## src/rtl/xpvs_pkg.sv

```systemverilog
// shared constants and types for the x86 prefix / vex scanner
// no dependencies; every other file except xpvs_if.sv imports this package
package xpvs_pkg;

   localparam int unsigned MAX_INSN_BYTES = 15;
   localparam logic [3:0]  MAX_BYTES_4    = 4'(MAX_INSN_BYTES);
   localparam int unsigned QUEUE_DEPTH    = 4;

   // legacy prefix bytes
   localparam logic [7:0] PFX_OPSIZE   = 8'h66;
   localparam logic [7:0] PFX_ADDRSIZE = 8'h67;
   localparam logic [7:0] PFX_LOCK     = 8'hF0;
   localparam logic [7:0] PFX_REPNE    = 8'hF2;
   localparam logic [7:0] PFX_REP      = 8'hF3;
   localparam logic [7:0] PFX_SEG_ES   = 8'h26;
   localparam logic [7:0] PFX_SEG_CS   = 8'h2E;
   localparam logic [7:0] PFX_SEG_SS   = 8'h36;
   localparam logic [7:0] PFX_SEG_DS   = 8'h3E;
   localparam logic [7:0] PFX_SEG_FS   = 8'h64;
   localparam logic [7:0] PFX_SEG_GS   = 8'h65;
   localparam logic [7:0] PFX_VEX2     = 8'hC5;
   localparam logic [7:0] PFX_VEX3     = 8'hC4;
   localparam logic [7:0] PFX_EVEX     = 8'h62;
   localparam logic [3:0] REX_HIGH_NIBBLE = 4'h4;

   // legacy flag bit positions
   localparam int unsigned FLAG_OPSIZE   = 0;
   localparam int unsigned FLAG_ADDRSIZE = 1;
   localparam int unsigned FLAG_LOCK     = 2;
   localparam int unsigned FLAG_REPNE    = 3;
   localparam int unsigned FLAG_REP      = 4;

   // segment codes
   localparam logic [2:0] SEG_ES = 3'd1;
   localparam logic [2:0] SEG_CS = 3'd2;
   localparam logic [2:0] SEG_SS = 3'd3;
   localparam logic [2:0] SEG_DS = 3'd4;
   localparam logic [2:0] SEG_FS = 3'd5;
   localparam logic [2:0] SEG_GS = 3'd6;

   // vex kinds
   localparam logic [1:0] KIND_NONE = 2'd0;
   localparam logic [1:0] KIND_VEX2 = 2'd1;
   localparam logic [1:0] KIND_VEX3 = 2'd2;
   localparam logic [1:0] KIND_EVEX = 2'd3;

   // pp encodings
   localparam logic [1:0] PP_66 = 2'd1;
   localparam logic [1:0] PP_F3 = 2'd2;
   localparam logic [1:0] PP_F2 = 2'd3;

   // raw record passed from the scanner to the formatter
   typedef struct packed {
      logic        status;
      logic [3:0]  prefix_len;
      logic        opcode_pending;
      logic [4:0]  legacy_flags;
      logic [2:0]  segment;
      logic        has_rex;
      logic [3:0]  rex_bits;
      logic [1:0]  vex_kind;
      logic [23:0] payload;
   } rec_type;

endpackage

```

## src/rtl/xpvs_if.sv

```systemverilog
// valid/ready channel interfaces for the scanner's byte input and record output
// widths follow the scanner's field list; no package needed
interface xpvs_req_if;
   logic       valid;
   logic       ready;
   logic [7:0] code_byte;
   logic       first_of_insn;
   logic       last_available;

   modport source (output valid, output code_byte, output first_of_insn,
                   output last_available, input ready);
   modport sink   (input valid, input code_byte, input first_of_insn,
                   input last_available, output ready);
endinterface

interface xpvs_rsp_if;
   logic       valid;
   logic       ready;
   logic       status;
   logic [3:0] prefix_len;
   logic       opcode_pending;
   logic [4:0] legacy_flags;
   logic [2:0] segment;
   logic       has_rex;
   logic [3:0] rex_bits;
   logic [1:0] vex_kind;
   logic [4:0] vex_map;
   logic [4:0] vex_extra_reg;
   logic [5:0] vex_ext;
   logic [6:0] evex_ctrl;

   modport source (output valid, output status, output prefix_len, output opcode_pending,
                   output legacy_flags, output segment, output has_rex, output rex_bits,
                   output vex_kind, output vex_map, output vex_extra_reg, output vex_ext,
                   output evex_ctrl, input ready);
   modport sink   (input valid, input status, input prefix_len, input opcode_pending,
                   input legacy_flags, input segment, input has_rex, input rex_bits,
                   input vex_kind, input vex_map, input vex_extra_reg, input vex_ext,
                   input evex_ctrl, output ready);
endinterface

```

## src/rtl/x86_prefix_vex_scanner_core.sv

```systemverilog
// x86 prefix / rex / vex / evex scanner, one instruction byte per transfer
// the record from the byte transfer that ends the scan goes into the record queue,
//   then into the output register, and rsp valid rises once it is there
// throughput: one byte per cycle; the four-entry record queue lets the scanner keep
//   taking bytes while records wait, and input stalls only while all four entries are taken
// reset (synchronous): scanner back in the legacy phase with a clean record,
//   queue and output register empty
module x86_prefix_vex_scanner_core
   import xpvs_pkg::*;
(
   input  logic       clock,
   input  logic       reset,
   xpvs_req_if.sink   req_chan,
   xpvs_rsp_if.source rsp_chan
);

   logic    q_full;
   logic    q_push;
   logic    q_pop;
   logic    q_not_empty;
   rec_type push_rec;
   rec_type head_rec;

   xpvs_front u_front (
      .clock  (clock),
      .reset  (reset),
      .req    (req_chan),
      .q_full (q_full),
      .q_push (q_push),
      .q_rec  (push_rec)
   );

   xpvs_queue u_queue (
      .clock     (clock),
      .reset     (reset),
      .push      (q_push),
      .push_rec  (push_rec),
      .full      (q_full),
      .pop       (q_pop),
      .not_empty (q_not_empty),
      .head_rec  (head_rec)
   );

   xpvs_back u_back (
      .clock       (clock),
      .reset       (reset),
      .q_not_empty (q_not_empty),
      .q_rec       (head_rec),
      .q_pop       (q_pop),
      .rsp         (rsp_chan)
   );

endmodule

```

## src/rtl/xpvs_front.sv

```systemverilog
// byte scanner: tracks the prefix phase and pushes a raw record when the scan ends
// depends on xpvs_pkg and xpvs_req_if
module xpvs_front
   import xpvs_pkg::*;
(
   input  logic             clock,
   input  logic             reset,
   xpvs_req_if.sink         req,
   input  logic             q_full,
   output logic             q_push,
   output rec_type          q_rec
);

   typedef enum logic [4:0] {
      PH_LEGACY = 5'b00001,
      PH_NEED1  = 5'b00010,
      PH_NEED2  = 5'b00100,
      PH_NEED3  = 5'b01000,
      PH_DONE   = 5'b10000
   } phase_type;

   phase_type   phase_ff, phase_in, phase_eff;
   logic [3:0]  cnt_ff, cnt_in, cnt_eff, cnt_inc;
   logic [4:0]  flags_ff, flags_in, flags_eff;
   logic [2:0]  seg_ff, seg_in, seg_eff;
   logic [1:0]  kind_ff, kind_in, kind_eff;
   logic [23:0] pay_ff, pay_in, pay_eff;
   logic        accept;
   logic        prefix_taken;
   logic [1:0]  slot;

   function automatic rec_type trunc_rec(input logic [3:0] len);
      rec_type r;
      r            = '0;
      r.status     = 1'b1;
      r.prefix_len = len;
      return r;
   endfunction

   assign req.ready = !q_full;
   assign accept    = req.valid && !q_full;

   always_comb begin
      // a first byte restarts from a clean record
      phase_eff = req.first_of_insn ? PH_LEGACY : phase_ff;
      cnt_eff   = req.first_of_insn ? 4'd0 : cnt_ff;
      flags_eff = req.first_of_insn ? 5'd0 : flags_ff;
      seg_eff   = req.first_of_insn ? 3'd0 : seg_ff;
      kind_eff  = req.first_of_insn ? KIND_NONE : kind_ff;
      pay_eff   = req.first_of_insn ? 24'd0 : pay_ff;
      cnt_inc   = cnt_eff + 4'd1;

      phase_in     = phase_ff;
      cnt_in       = cnt_ff;
      flags_in     = flags_ff;
      seg_in       = seg_ff;
      kind_in      = kind_ff;
      pay_in       = pay_ff;
      q_push       = 1'b0;
      q_rec        = '0;
      prefix_taken = 1'b0;

      // payload slot for the next vex byte
      case (kind_eff)
         KIND_VEX2: slot = 2'd0;
         KIND_VEX3: slot = (phase_eff == PH_NEED2) ? 2'd0 : 2'd1;
         default:   slot = (phase_eff == PH_NEED3) ? 2'd0 :
                           (phase_eff == PH_NEED2) ? 2'd1 : 2'd2;
      endcase

      if (accept) begin
         phase_in = phase_eff;
         cnt_in   = cnt_eff;
         flags_in = flags_eff;
         seg_in   = seg_eff;
         kind_in  = kind_eff;
         pay_in   = pay_eff;

         if (phase_eff != PH_DONE) begin
            if (cnt_eff >= MAX_BYTES_4) begin
               q_push   = 1'b1;
               q_rec    = trunc_rec(cnt_eff);
               phase_in = PH_DONE;
            end else if (phase_eff == PH_LEGACY) begin
               case (req.code_byte)
                  PFX_OPSIZE: begin
                     flags_in[FLAG_OPSIZE] = 1'b1;
                     prefix_taken = 1'b1;
                  end
                  PFX_ADDRSIZE: begin
                     flags_in[FLAG_ADDRSIZE] = 1'b1;
                     prefix_taken = 1'b1;
                  end
                  PFX_LOCK: begin
                     flags_in[FLAG_LOCK] = 1'b1;
                     prefix_taken = 1'b1;
                  end
                  PFX_REPNE: begin
                     flags_in[FLAG_REPNE] = 1'b1;
                     prefix_taken = 1'b1;
                  end
                  PFX_REP: begin
                     flags_in[FLAG_REP] = 1'b1;
                     prefix_taken = 1'b1;
                  end
                  PFX_SEG_ES: begin
                     seg_in = SEG_ES;
                     prefix_taken = 1'b1;
                  end
                  PFX_SEG_CS: begin
                     seg_in = SEG_CS;
                     prefix_taken = 1'b1;
                  end
                  PFX_SEG_SS: begin
                     seg_in = SEG_SS;
                     prefix_taken = 1'b1;
                  end
                  PFX_SEG_DS: begin
                     seg_in = SEG_DS;
                     prefix_taken = 1'b1;
                  end
                  PFX_SEG_FS: begin
                     seg_in = SEG_FS;
                     prefix_taken = 1'b1;
                  end
                  PFX_SEG_GS: begin
                     seg_in = SEG_GS;
                     prefix_taken = 1'b1;
                  end
                  PFX_VEX2: begin
                     kind_in      = KIND_VEX2;
                     pay_in       = 24'd0;
                     phase_in     = PH_NEED1;
                     prefix_taken = 1'b1;
                  end
                  PFX_VEX3: begin
                     kind_in      = KIND_VEX3;
                     pay_in       = 24'd0;
                     phase_in     = PH_NEED2;
                     prefix_taken = 1'b1;
                  end
                  PFX_EVEX: begin
                     kind_in      = KIND_EVEX;
                     pay_in       = 24'd0;
                     phase_in     = PH_NEED3;
                     prefix_taken = 1'b1;
                  end
                  default: begin
                     q_push             = 1'b1;
                     q_rec.prefix_len   = cnt_eff;
                     q_rec.legacy_flags = flags_eff;
                     q_rec.segment      = seg_eff;
                     phase_in           = PH_DONE;
                     if (req.code_byte[7:4] == REX_HIGH_NIBBLE) begin
                        cnt_in           = cnt_inc;
                        q_rec.prefix_len = cnt_inc;
                        q_rec.has_rex    = 1'b1;
                        q_rec.rex_bits   = req.code_byte[3:0];
                     end else begin
                        q_rec.opcode_pending = 1'b1;
                     end
                  end
               endcase
               if (prefix_taken) begin
                  cnt_in = cnt_inc;
                  if (req.last_available || cnt_inc >= MAX_BYTES_4) begin
                     q_push   = 1'b1;
                     q_rec    = trunc_rec(cnt_inc);
                     phase_in = PH_DONE;
                  end
               end
            end else begin
               // vex / evex payload byte
               case (slot)
                  2'd0:    pay_in[7:0]   = req.code_byte;
                  2'd1:    pay_in[15:8]  = req.code_byte;
                  default: pay_in[23:16] = req.code_byte;
               endcase
               cnt_in = cnt_inc;
               if (phase_eff == PH_NEED1) begin
                  q_push             = 1'b1;
                  q_rec.prefix_len   = cnt_inc;
                  q_rec.legacy_flags = flags_eff;
                  q_rec.segment      = seg_eff;
                  q_rec.vex_kind     = kind_eff;
                  q_rec.payload      = pay_in;
                  phase_in           = PH_DONE;
               end else begin
                  phase_in = (phase_eff == PH_NEED3) ? PH_NEED2 : PH_NEED1;
                  if (req.last_available || cnt_inc >= MAX_BYTES_4) begin
                     q_push   = 1'b1;
                     q_rec    = trunc_rec(cnt_inc);
                     phase_in = PH_DONE;
                  end
               end
            end
         end
      end
   end

   always_ff @(posedge clock) begin
      if (reset) begin
         phase_ff <= PH_LEGACY;
         cnt_ff   <= 4'd0;
         flags_ff <= 5'd0;
         seg_ff   <= 3'd0;
         kind_ff  <= KIND_NONE;
         pay_ff   <= 24'd0;
      end else begin
         phase_ff <= phase_in;
         cnt_ff   <= cnt_in;
         flags_ff <= flags_in;
         seg_ff   <= seg_in;
         kind_ff  <= kind_in;
         pay_ff   <= pay_in;
      end
   end

endmodule

```

## src/rtl/xpvs_queue.sv

```systemverilog
// short record queue between the scanner and the formatter
// depends on xpvs_pkg (rec_type, QUEUE_DEPTH)
module xpvs_queue
   import xpvs_pkg::*;
(
   input  logic    clock,
   input  logic    reset,
   input  logic    push,
   input  rec_type push_rec,
   output logic    full,
   input  logic    pop,
   output logic    not_empty,
   output rec_type head_rec
);

   localparam int unsigned PTR_W = (QUEUE_DEPTH > 1) ? $clog2(QUEUE_DEPTH) : 1;
   localparam int unsigned CNT_W = $clog2(QUEUE_DEPTH + 1);
   localparam logic [CNT_W-1:0] DEPTH_C = CNT_W'(QUEUE_DEPTH);
   localparam logic [PTR_W-1:0] LAST_C  = PTR_W'(QUEUE_DEPTH - 1);

   rec_type          slot_ff [QUEUE_DEPTH];
   logic [PTR_W-1:0] wr_ptr_ff, wr_ptr_in;
   logic [PTR_W-1:0] rd_ptr_ff, rd_ptr_in;
   logic [CNT_W-1:0] count_ff, count_in;

   assign full      = (count_ff == DEPTH_C);
   assign not_empty = (count_ff != '0);
   assign head_rec  = slot_ff[rd_ptr_ff];

   always_comb begin
      wr_ptr_in = wr_ptr_ff;
      rd_ptr_in = rd_ptr_ff;
      count_in  = count_ff;
      if (push) begin
         wr_ptr_in = (wr_ptr_ff == LAST_C) ? '0 : wr_ptr_ff + PTR_W'(1);
      end
      if (pop) begin
         rd_ptr_in = (rd_ptr_ff == LAST_C) ? '0 : rd_ptr_ff + PTR_W'(1);
      end
      if (push && !pop) begin
         count_in = count_ff + CNT_W'(1);
      end else if (pop && !push) begin
         count_in = count_ff - CNT_W'(1);
      end
   end

   always_ff @(posedge clock) begin
      if (reset) begin
         wr_ptr_ff <= '0;
         rd_ptr_ff <= '0;
         count_ff  <= '0;
      end else begin
         wr_ptr_ff <= wr_ptr_in;
         rd_ptr_ff <= rd_ptr_in;
         count_ff  <= count_in;
      end
   end

   always_ff @(posedge clock) begin
      if (push) begin
         slot_ff[wr_ptr_ff] <= push_rec;
      end
   end

endmodule

```

## src/rtl/xpvs_back.sv

```systemverilog
// formatter: unpacks vex / evex payload, merges pp, holds the output register
// depends on xpvs_pkg and xpvs_rsp_if
module xpvs_back
   import xpvs_pkg::*;
(
   input  logic      clock,
   input  logic      reset,
   input  logic      q_not_empty,
   input  rec_type   q_rec,
   output logic      q_pop,
   xpvs_rsp_if.source rsp
);

   logic       valid_ff;
   logic       status_ff;
   logic [3:0] len_ff;
   logic       opc_ff;
   logic [4:0] flags_ff, flags_in;
   logic [2:0] seg_ff;
   logic       rex_ff;
   logic [3:0] rex_bits_ff;
   logic [1:0] kind_ff;
   logic [4:0] map_ff, map_in;
   logic [4:0] vvvv_ff, vvvv_in;
   logic [5:0] ext_ff, ext_in;
   logic [6:0] ctrl_ff, ctrl_in;
   logic [7:0] p1, p2, p3, last_byte;

   assign q_pop = q_not_empty && (!valid_ff || rsp.ready);

   assign p1 = q_rec.payload[7:0];
   assign p2 = q_rec.payload[15:8];
   assign p3 = q_rec.payload[23:16];

   always_comb begin
      flags_in  = q_rec.legacy_flags;
      map_in    = 5'd0;
      vvvv_in   = 5'd0;
      ext_in    = 6'd0;
      ctrl_in   = 7'd0;
      last_byte = (q_rec.vex_kind == KIND_VEX2) ? p1 : p2;
      case (q_rec.vex_kind)
         KIND_VEX2: begin
            map_in    = 5'd1;
            ext_in[0] = ~p1[7];
            ext_in[5] = p1[2];
         end
         KIND_VEX3: begin
            map_in    = p1[4:0];
            ext_in[0] = ~p1[7];
            ext_in[1] = ~p1[6];
            ext_in[2] = ~p1[5];
            ext_in[4] = p2[7];
            ext_in[5] = p2[2];
         end
         KIND_EVEX: begin
            map_in    = {2'd0, p1[2:0]};
            ext_in[0] = ~p1[7];
            ext_in[1] = ~p1[6];
            ext_in[2] = ~p1[5];
            ext_in[3] = ~p1[4];
            ext_in[4] = p2[7];
            ext_in[5] = p3[5];
            ctrl_in   = {~p3[3], p3[7], p3[6], p3[4], p3[2:0]};
            vvvv_in[4] = ~p3[3];
         end
         default: begin
         end
      endcase
      if (q_rec.vex_kind != KIND_NONE) begin
         vvvv_in[3:0] = ~last_byte[6:3];
         case (last_byte[1:0])
            PP_66:   flags_in[FLAG_OPSIZE] = 1'b1;
            PP_F3:   flags_in[FLAG_REP]    = 1'b1;
            PP_F2:   flags_in[FLAG_REPNE]  = 1'b1;
            default: begin
            end
         endcase
      end
   end

   always_ff @(posedge clock) begin
      if (reset) begin
         valid_ff <= 1'b0;
      end else if (q_pop) begin
         valid_ff <= 1'b1;
      end else if (rsp.ready) begin
         valid_ff <= 1'b0;
      end
   end

   always_ff @(posedge clock) begin
      if (q_pop) begin
         status_ff   <= q_rec.status;
         len_ff      <= q_rec.prefix_len;
         opc_ff      <= q_rec.opcode_pending;
         flags_ff    <= flags_in;
         seg_ff      <= q_rec.segment;
         rex_ff      <= q_rec.has_rex;
         rex_bits_ff <= q_rec.rex_bits;
         kind_ff     <= q_rec.vex_kind;
         map_ff      <= map_in;
         vvvv_ff     <= vvvv_in;
         ext_ff      <= ext_in;
         ctrl_ff     <= ctrl_in;
      end
   end

   assign rsp.valid          = valid_ff;
   assign rsp.status         = status_ff;
   assign rsp.prefix_len     = len_ff;
   assign rsp.opcode_pending = opc_ff;
   assign rsp.legacy_flags   = flags_ff;
   assign rsp.segment        = seg_ff;
   assign rsp.has_rex        = rex_ff;
   assign rsp.rex_bits       = rex_bits_ff;
   assign rsp.vex_kind       = kind_ff;
   assign rsp.vex_map        = map_ff;
   assign rsp.vex_extra_reg  = vvvv_ff;
   assign rsp.vex_ext        = ext_ff;
   assign rsp.evex_ctrl      = ctrl_ff;

endmodule

```

## src/flat_wrapper.sv

```systemverilog
// flat-port wrapper written by rule: the top's interface ports become plain ports
module x86_prefix_vex_scanner_core_flat import xpvs_pkg::*;
  (clock, reset, req_chan_valid, req_chan_code_byte, req_chan_first_of_insn, req_chan_last_available, req_chan_ready, rsp_chan_valid, rsp_chan_status, rsp_chan_prefix_len, rsp_chan_opcode_pending, rsp_chan_legacy_flags, rsp_chan_segment, rsp_chan_has_rex, rsp_chan_rex_bits, rsp_chan_vex_kind, rsp_chan_vex_map, rsp_chan_vex_extra_reg, rsp_chan_vex_ext, rsp_chan_evex_ctrl, rsp_chan_ready);
  xpvs_req_if req_chan_i ();
  xpvs_rsp_if rsp_chan_i ();
  input  logic clock;
  input  logic reset;
  input wire logic [$bits(req_chan_i.valid)-1:0] req_chan_valid;
  input wire logic [$bits(req_chan_i.code_byte)-1:0] req_chan_code_byte;
  input wire logic [$bits(req_chan_i.first_of_insn)-1:0] req_chan_first_of_insn;
  input wire logic [$bits(req_chan_i.last_available)-1:0] req_chan_last_available;
  output wire logic [$bits(req_chan_i.ready)-1:0] req_chan_ready;
  output wire logic [$bits(rsp_chan_i.valid)-1:0] rsp_chan_valid;
  output wire logic [$bits(rsp_chan_i.status)-1:0] rsp_chan_status;
  output wire logic [$bits(rsp_chan_i.prefix_len)-1:0] rsp_chan_prefix_len;
  output wire logic [$bits(rsp_chan_i.opcode_pending)-1:0] rsp_chan_opcode_pending;
  output wire logic [$bits(rsp_chan_i.legacy_flags)-1:0] rsp_chan_legacy_flags;
  output wire logic [$bits(rsp_chan_i.segment)-1:0] rsp_chan_segment;
  output wire logic [$bits(rsp_chan_i.has_rex)-1:0] rsp_chan_has_rex;
  output wire logic [$bits(rsp_chan_i.rex_bits)-1:0] rsp_chan_rex_bits;
  output wire logic [$bits(rsp_chan_i.vex_kind)-1:0] rsp_chan_vex_kind;
  output wire logic [$bits(rsp_chan_i.vex_map)-1:0] rsp_chan_vex_map;
  output wire logic [$bits(rsp_chan_i.vex_extra_reg)-1:0] rsp_chan_vex_extra_reg;
  output wire logic [$bits(rsp_chan_i.vex_ext)-1:0] rsp_chan_vex_ext;
  output wire logic [$bits(rsp_chan_i.evex_ctrl)-1:0] rsp_chan_evex_ctrl;
  input wire logic [$bits(rsp_chan_i.ready)-1:0] rsp_chan_ready;
  assign req_chan_i.valid = req_chan_valid;
  assign req_chan_i.code_byte = req_chan_code_byte;
  assign req_chan_i.first_of_insn = req_chan_first_of_insn;
  assign req_chan_i.last_available = req_chan_last_available;
  assign req_chan_ready = req_chan_i.ready;
  assign rsp_chan_valid = rsp_chan_i.valid;
  assign rsp_chan_status = rsp_chan_i.status;
  assign rsp_chan_prefix_len = rsp_chan_i.prefix_len;
  assign rsp_chan_opcode_pending = rsp_chan_i.opcode_pending;
  assign rsp_chan_legacy_flags = rsp_chan_i.legacy_flags;
  assign rsp_chan_segment = rsp_chan_i.segment;
  assign rsp_chan_has_rex = rsp_chan_i.has_rex;
  assign rsp_chan_rex_bits = rsp_chan_i.rex_bits;
  assign rsp_chan_vex_kind = rsp_chan_i.vex_kind;
  assign rsp_chan_vex_map = rsp_chan_i.vex_map;
  assign rsp_chan_vex_extra_reg = rsp_chan_i.vex_extra_reg;
  assign rsp_chan_vex_ext = rsp_chan_i.vex_ext;
  assign rsp_chan_evex_ctrl = rsp_chan_i.evex_ctrl;
  assign rsp_chan_i.ready = rsp_chan_ready;
  x86_prefix_vex_scanner_core u_core (.clock(clock), .reset(reset), .req_chan(req_chan_i), .rsp_chan(rsp_chan_i));
endmodule
```

## config.mk

```make
export PLATFORM = sky130hd
export DESIGN_NAME = x86_prefix_vex_scanner_core_flat
export DESIGN_NICKNAME = d
export VERILOG_FILES = /design/src/rtl/xpvs_pkg.sv /design/src/rtl/xpvs_if.sv /design/src/rtl/x86_prefix_vex_scanner_core.sv /design/src/rtl/xpvs_front.sv /design/src/rtl/xpvs_queue.sv /design/src/rtl/xpvs_back.sv /design/src/flat_wrapper.sv
export SDC_FILE = /design/constraint.sdc
export NUM_CORES = 1
export LEC_CHECK = 0
export ABC_CLOCK_PERIOD_IN_PS = 4400
export BUFFER_PORTS_ARGS = -buffer_cell sky130_fd_sc_hd__buf_4
export CAP_MARGIN = 40
export CORE_MARGIN = 2
export CORE_UTILIZATION = 25
export DETAILED_ROUTE_END_ITERATION = 6
export SLEW_MARGIN = 20
export SYNTH_ARGS = -nofsm -noshare
export SYNTH_HDL_FRONTEND = slang
export SYNTH_SLANG_ARGS = --single-unit
```

## constraint.sdc

```tcl
create_clock -name clock -period 4.4 [get_ports clock]
set_input_delay 0.66 -clock clock [delete_from_list [all_inputs] [get_ports clock]]
set_output_delay 0.66 -clock clock [all_outputs]
set_load 0.005 [all_outputs]
```

-- After elaboration in Yosys (flattened, before gate mapping)
Memory sizes are Yosys's and may differ from the RTL's. A register that Yosys moved wholly into a read port is not among the register bits.
Cells that the tools add are included.
- magnitude comparators: 2
- shift-type cells: 0
- reductions and logical operators: 21
- bitwise logic cells: 6
- add/sub/neg operators: 5
- muxes and demuxes: 96
- multiply operators: 0
- divide/modulo/power cells: 0
- eq/ne operators: 32
- operators by type and width (kind ; count):
    $mux W45 ; 7
    $mux W24 ; 5
    $mux W5 ; 14
    $eq A8 B7 Y1 const B ; 5
    $eq A8 B8 Y1 const B ; 5
    $eq A8 B6 Y1 const B ; 4
    $mux W4 ; 8
    $mux W8 ; 4
    $mux W1 ; 31
    $mux W26 ; 1
    $mux W2 ; 11
    $mux W3 ; 7
    $pmux W5 S4 ; 1
    $mux W18 ; 1
    $pmux W3 S6 ; 1
    $pmux W5 S3 ; 1
    $eq A2 B2 Y1 const B ; 7
    $reduce_or A14 Y1 ; 1
    $reduce_or A11 Y1 ; 1
    $eq A2 B1 Y1 const B ; 4
    $ge A4 B4 Y1 const B ; 2
    $mux W7 ; 1
    $pmux W2 S3 ; 1
    $reduce_bool A2 Y1 ; 3
    other kinds (22) ; 36
- memories kept: 1
- register bits after elaboration: 95
- input bits: 14
- output and inout bits: 46
- RAM bits: 180
- bits in read-only memories: 0
- logic and storage cells: 189
- bits in latches: 0
- memory list (name ; words ; width ; read ports ; clocked after memory_dff ; write ports ; RTL line ; source):
    u_core.u_queue.slot_ff ; 4 ; 45 ; 1 ; 1 ; 1 ; xpvs_queue.sv:21 ; rec_type slot_ff [QUEUE_DEPTH];

-- Depth between registers and ports, before layout
Gate-level depths: netlist of run 1.
- word-level depth: 16
- gate-level depth with buffers: 13
- gate-level depth less buffers: 12

-- Hierarchy
From an unflattened synthesis of run 1, not the netlist that was laid out.
- cells, all modules: 768
- area, all modules: 11666.2 um2
- by module, submodules not included (module ; area an instance (um2) ; seq. area each (um2) ; times used ; cells each):
    xpvs_queue ; 6995.5 ; 5585.4 ; 1 ; 279
    xpvs_front ; 3075.4 ; 860.8 ; 1 ; 399
    xpvs_back ; 1595.3 ; 1311.3 ; 1 ; 90

-- Least setup slack after synthesis of run 1
Ideal clock, no wire load.
- path kind: input port to flip-flop
- start point: input rsp_chan_ready
- end point: register u_core.u_queue.count_ff[2]
- arrival: 4.305 ns
- required time: 4.330 ns
- stages on the path: 9
- setup time: 0.070 ns
- slack: 0.024 ns
- buffers on the path: 0
- path through: inv_1 > a21oi_1 > inv_1 > ha_1 > inv_1 > fa_1 > xor2_1 > or3_1 > a21oi_1
- cells in the longest elaborated chain, start to end: 5
- elaborated cells between the ends (all ways): 7
- those cells by class: 1 x mux; 6 x reduce/logical
- ends and longest elaborated chain (what ; RTL line ; source):
    start, declared ; flat_wrapper.sv:26 ; input wire logic [$bits(rsp_chan_i.ready)-1:0] rsp_chan_ready;
    $logic_or A1 B1 Y1 (*) ; xpvs_back.sv:29 ; assign q_pop = q_not_empty && (!valid_ff || rsp.ready);
    $logic_and A1 B1 Y1 (*) ; xpvs_back.sv:29 ;
    via u_core.q_pop ; x86_prefix_vex_scanner_core.sv:19 ; logic q_pop;
    $logic_not A1 Y1 ; xpvs_queue.sv:40 ; if (push && !pop) begin
    $logic_and A1 B1 Y1 ; xpvs_queue.sv:40 ;
    $mux W3 / $reduce_bool A2 Y1 (equally long branches) ; - ;
    end signal, assigned ; xpvs_queue.sv:55 ; count_ff <= count_in;
    end, declared ; xpvs_queue.sv:24 ; logic [CNT_W-1:0] count_ff, count_in;
The timed path passes the listed nets; every way through them passes the cells marked *.
A chain may end at the register's enable or synchronous reset.

-- Worst setup path in the final report of run 1
- start point: input req_chan_first_of_insn
- end point: register u_core.u_queue.count_ff[2]
- cells in the longest elaborated chain, start to end: 13
- elaborated cells between the ends (all ways): 22
- those cells by class: 1 x add/sub; 2 x order compare; 3 x eq/ne; 11 x mux; 5 x reduce/logical
- ends and longest elaborated chain (what ; RTL line ; source):
    start, declared ; flat_wrapper.sv:10 ; input wire logic [$bits(req_chan_i.first_of_insn)-1:0] req_chan_first_of_insn;
    $mux W4 ; xpvs_front.sv:46 ; cnt_eff = req.first_of_insn ? 4'd0 : cnt_ff;
    $add A4 B1 Y4 ; xpvs_front.sv:51 ; cnt_inc = cnt_eff + 4'd1;
    $ge A4 B4 Y1 ; xpvs_front.sv:166, xpvs_front.sv:190 ;
    $logic_or A1 B1 Y1 ; xpvs_front.sv:166, xpvs_front.sv:190 ;
    $mux W1 (on tied branches) ; xpvs_front.sv:190, xpvs_front.sv:166 ;
    $mux W1 (on tied branches) ; xpvs_front.sv:180, xpvs_front.sv:164 ;
    $mux W1 ; xpvs_front.sv:84 ; end else if (phase_eff == PH_LEGACY) begin
    $mux W1 ; xpvs_front.sv:80 ; if (cnt_eff >= MAX_BYTES_4) begin
    $mux W1 (*) ; xpvs_front.sv:79 ; if (phase_eff != PH_DONE) begin
    $mux W1 (*) ; xpvs_front.sv:71 ; if (accept) begin
    via u_core.q_push ; x86_prefix_vex_scanner_core.sv:18 ; logic q_push;
    $logic_not A1 Y1 ; xpvs_queue.sv:42 ; end else if (pop && !push) begin
    $logic_and A1 B1 Y1 ; xpvs_queue.sv:42 ;
    $reduce_bool A2 Y1 (no source line) ; - ;
Marks and branches as above.

==> metrics.yaml, run 1 <==
ys_seq_elements: 276
peakVddDrop_mv: 0.291
synth_top_area_frac: 0.577
clock_path_buffers: 3
grt-ovfl-total: 0
power.internal_mw: 5.68
syn_nets: 811
grt_usage: 0.112
synth_xor_area_frac: 0.00529
hold_viol_final: 0
vias_per_cell: 4.62
areaGrowthSynthToFinish_pct: 18.3
multiInputGateArea_mm2: 0.00356
fp.dieH_um: 219
leakagePower_nw: 4.79
whs_ns: 0.399
largest_reg_flops: 180
rsz0062_at_grt: "no"
tightest_slew_ns: 0.852
fillers: 4502
pwr-share-clk: 0.322
relSlewSlack: 0.430
largest-register: "u_core.u_queue.slot_ff"
grt_max_degree: 54
powerDensity_mw_per_mm2: 577
post_cts_buffers: 0
finClkSkew_ns: 0.0221
drt_iter0_markers: 508
synth_top_family_by_area: "multiplexers"
ys_top_cells_by_area: "edfxtp_1, dfxtp_1, mux4_2"
setup_viol: 0
finalMaxSlewViolations: 0
rows: 78
cts_tree: "yes"
synthArstFlopShare: 0
die-area_mm2: 0.0481
start_kind: "primary input"
dr.pass1.iters: 5
cp_data_arrival_time_ns: 3.78
reg_top3: "u_core.u_queue.slot_ff: 180 flops, u_core.u_front.pay_ff: 24 flops"
postLayoutSetupSlackWorst_ns: 1.10
initial_core_util: 0.254
finalPower_mw: 7.91
grt_pass1_wl_mm: 41.6
clk_pin_slew_worst_paths_ns: 0.07
cts.sinks: 276
antenna_cells: 0
nets: 864
synth-adder-area-share: 0.0104
status: "complete, no violations"
worst_setup_path_end_kind: "flip-flop"
port_buffers: 59
antenna_found_initial: 1
setup_tns_ns: 0
finalWirelength_mm: 26.8
ys.flop_type: "edfxtp_1"
p_sw_mw: 2.23
io_pins: 60
power_frac_comb: 0.232
place.gp.congestion: 0.874
dp_hpwl_mm: 17.3
wl_per_cell_um: 18.3
post-route-period-util: 0.751
period_minus_slack_ns: 3.30
grt_pass1_vias: 6900
yosysMostFrequentCell: "edfxtp_1"
synthMuxAreaShare: 0.107
seqCellArea_mm2: 0.00776
worst-path-max-fanout: 34
root_buffer: "clkbuf_16"
synth_common_cells: "edfxtp_1, nor2_1, dfxtp_1"
hold_class: "primary input to flip-flop"
sw_frac_of_total: 0.282
final_core_util: 0.301
maxCapViolCount: 0
yosys_warnings: 0
synth_compound_area_frac: 0.0760
drive_gt1_frac: 0.223
ant_nets: 0
seqPwrFrac: 0.446
synth.avg_cell_area_um2: 14.7
h-tree-depth: 1
num_vias: 6765
critPathKind: "primary input to flip-flop"
drc_errors: 0
cts_buffers: 29
dp_slack_ns: 0.561
clk_latency_ns: 0.56
synth_cell_type_count: 74
die_w_um: 219
synthCells: 788
core-area_mm2: 0.0456
synth_area_mm2: 0.0116
ys_seq_area_frac: 0.669
yosys.area_share.simple: 0.107
holdBufCountCts: 0
synth_edf_count: 223
ctsResizeCount: 0
fmax_mhz: 303
cp.required_ns: 4.88
synth_top_cell_by_area: "edfxtp_1"
-- power groups by stage --
stage	Combinational (mW)	Sequential [mW]	Clock, mW
after floorplan	1.14	3.53	0
after global placement	1.88	3.61	0
after detailed placement	1.90	3.61	0
after CTS	1.91	3.56	2.60
after global routing	2.04	3.58	2.71
final	1.84	3.53	2.54
-- critical path: stages --
cell and delay [ns]:
buf_4 0.33, clkinv_1 0.43, nand2_1 0.27, ha_1 0.20
a31oi_1 0.20, a31oi_4 0.32, ha_1 0.25, inv_1 0.07
fa_1 0.43, xor2_1 0.17, or3_1 0.31, a21oi_1 0.14
-- cells by family after synthesis --
kind of cell	Yosys count
and+or+nand+nor	241
AOI/OAI and AO/OA	122
DFF	276
muxes	69
buffers and inverters	64
adders and majority gates	9
xor gates and xnor gates	7
-- worst paths after layout --
| path | startpoint | endpoint | slack (ns) | depth (start not counted) |
|---|---|---|---|---|
| worst max-delay path | req_chan_first_of_insn | u_core.u_queue.count_ff[2] | 1.10 | 12 |
| worst min-delay path | req_chan_code_byte[6] | u_core.u_front.pay_ff[14] | 0.40 | 3 |
| worst max register to register | u_core.u_front.phase_ff[2] | u_core.u_queue.count_ff[2] | 1.13 | 10 |
| worst min register to register | u_core.u_front.kind_ff[1] | u_core.u_front.kind_ff[1] | 0.45 | 2 |
-- cells in the final DEF (no fill, tap or decap), types with 9 or more instances in the layout --
cell and count:
a21oi_1 34, a2bb2oi_1 9, a31oi_1 11, and2_1 17, and3_1 12, buf_4 67
clkbuf_16 29, dfxtp_1 51, edfxtp_1 223, inv_1 14, mux2i_1 23, mux4_2 44
nand2_1 37, nor2_1 75, nor2b_1 20, nor3_1 29, o21ai_0 12, or3_1 9
-- layer usage --
layer	GRT usage	routed length, um	part of all wire
met5	0	16	0.00060
met2	0.176	12400	0.46
met4	0.0311	581	0.022
met1	0.157	12400	0.46
met3	0.0241	1390	0.052
-- through the flow --
step	instances	area [um^2]
after floorplan	788	11600
after global placement	1410	12700
after detailed placement	1410	12700
after CTS	1464	13700
after global routing	1464	13700
final	1464	13700
-- layout make-up --
cell class,count,area share
Inverter,15,0.00411
Clock inverter,23,0.0183
Clock buffer,31,0.0549
Multi-Input combinational cell,448,0.260
Timing Repair Buffer,71,0.0425
Sequential cell,276,0.566
Tap cell,600,0.0547
(Power assumes the default switching activity.)
==> run 2: changes to the inputs <==
ABC_CLOCK_PERIOD_IN_PS = 3400   (was 4400)
clock period = 3.4 ns   (was 4.4 ns; I/O delays follow)
==> run 2 against run 1 <==
  * Critical path depth shrank 2
  * Combinational power grew 36%
  * Power grew 30%
==> metrics.yaml, run 2 (synthesis gave the netlist of run 1 again) <==
status: "complete, no violations"
cts_tree: "yes"
reg_top3: "u_core.u_queue.slot_ff: 180 flops, u_core.u_front.pay_ff: 24 flops"
peakVddDrop_mv: 0.423
grt_pass1_vias: 6983
drc_errors: 0
grt_usage: 0.112
finClkSkew_ns: 0.0111
drive_gt1_frac: 0.246
fillers: 4511
areaGrowthSynthToFinish_pct: 20.5
seqCellArea_mm2: 0.00776
final_common_cell: "edfxtp_1"
worstHoldStart: "rsp_chan_ready"
cts.sinks: 276
min_path_cells: 4
finalWirelength_mm: 26.9
cts_buffers: 29
finalMaxSlewViolations: 0
critPathKind: "flip-flop to flip-flop"
worst_r2r_path_depth: 10
post_cts_buffers: 0
final_cell_mix: "edfxtp_1, buf_4, nor2_1"
setup_tns_ns: 0
rows: 78
antenna_found_initial: 1
setup_viol: 0
port_buffers: 59
ant_nets: 0
holdBufCountCts: 0
fmax_mhz: 344
hold_path_end: "u_core.u_back.rsp.valid"
grt-ovfl-total: 0
maxCapViolCount: 0
clk_pin_slew_worst_paths_ns: 0.06
die_w_um: 219
post-route-period-util: 0.854
powerDensity_mw_per_mm2: 737
tightest_slew_ns: 0.687
rsz0062_at_grt: "no"
num_vias: 6814
largest_reg_flops: 180
core-area_mm2: 0.0456
relSlewSlack: 0.542
vias_per_cell: 4.56
multiInputGateArea_mm2: 0.00356
dp_hpwl_mm: 18.3
nets: 894
ctsResizeCount: 0
start_kind: "flip-flop"
antenna_cells: 0
worst-path-max-fanout: 6
grt_pass1_wl_mm: 41.9
r2r-start: "u_core.u_front.phase_ff[0]"
whs_ns: 0.255
worst_setup_path_end_kind: "flip-flop"
hold_class: "primary input to flip-flop"
r2r_end: "u_core.u_queue.count_ff[2]"
place.gp.congestion: 0.844
cp_data_arrival_time_ns: 3.38
fp.dieH_um: 219
period_minus_slack_ns: 2.90
drt_iter0_markers: 584
clock_path_buffers: 3
dr.pass1.iters: 5
clk_latency_ns: 0.55
startpoint: "u_core.u_front.phase_ff[0]"
dp.cells: 1440
cp.required_ns: 3.88
grt_max_degree: 54
largest-register: "u_core.u_queue.slot_ff"
wl_per_cell_um: 18.0
io_pins: 60
root_buffer: "clkbuf_16"
leakagePower_nw: 4.96
h-tree-depth: 1
initial_core_util: 0.254
final_cells: 1494
die-area_mm2: 0.0481
r2r_setup_slack_ns: 0.50
hold_viol_final: 0
## run 2: changes by cell type in the layout (fill, tap and decap cells not counted), sizes merged
cell,delta
bufinv,+1
clkinvlp,-2
clkinv,-2
clkbuf,+3
buf,+30
## run 2: power by group
part	internal, mW	total, mW	leakage, nW	switching, mW
clock	1.98	3.30	0.495	1.32
combinational	1.15	2.50	1.73	1.34
sequential	4.31	4.50	2.73	0.190
## run 2: worst max-delay path by stage
stage	end	slack (ns)	cells past startpoint
floorplan	u_core.u_queue.count_ff[2]	0.18	13
global placement	u_core.u_queue.count_ff[2]	0.21	12
detailed placement	u_core.u_queue.count_ff[2]	0.20	12
CTS	u_core.u_queue.count_ff[2]	0.48	10
global route	u_core.u_queue.count_ff[2]	0.29	10
finish	u_core.u_queue.count_ff[2]	0.50	10
## run 2: per-stage QoR
step                      instance area [um^2]  worst slack [ns]   util  power (mW)
after CTS                                14000             0.481  0.307        10.5
after detailed placement                 13000             0.201  0.285        7.19
final                                    14000             0.497  0.307        10.3
after floorplan                          11600             0.184      -        6.04
after global routing                     14000             0.292  0.307        10.9
after global placement                   13000             0.208  0.285        7.14
## run 2: layer usage
layer / track usage / routed length [um] / vias to the layer above / part of all wire
met4: 0.0266 / 642 / 2 / 0.024
li1: - / - / 3202 / -
met2: 0.177 / 12200 / 166 / 0.45
met1: 0.159 / 12600 / 3399 / 0.47
met3: 0.0207 / 1360 / 45 / 0.051
met5: 0 / 13 / - / 0.00048
## run 2: cell type report
cell class                      instances  area share
Inverter                               15     0.00403
Clock inverter                         20      0.0179
Tap cell                              600      0.0537
Sequential cell                       276       0.555
Multi-Input combinational cell        448       0.255
Timing Repair Buffer                  101      0.0605
Clock buffer                           34      0.0540
## run 2: worst max-delay path: stages (launching register included)
cell and delay, ns:
dfxtp_1 0.36, or4_4 0.59, nor3b_2 0.26, a21oi_2 0.08, a31oi_4 0.20, ha_1 0.21, inv_1 0.07, fa_1 0.42
xor2_1 0.17, or3_1 0.31, a21oi_1 0.16
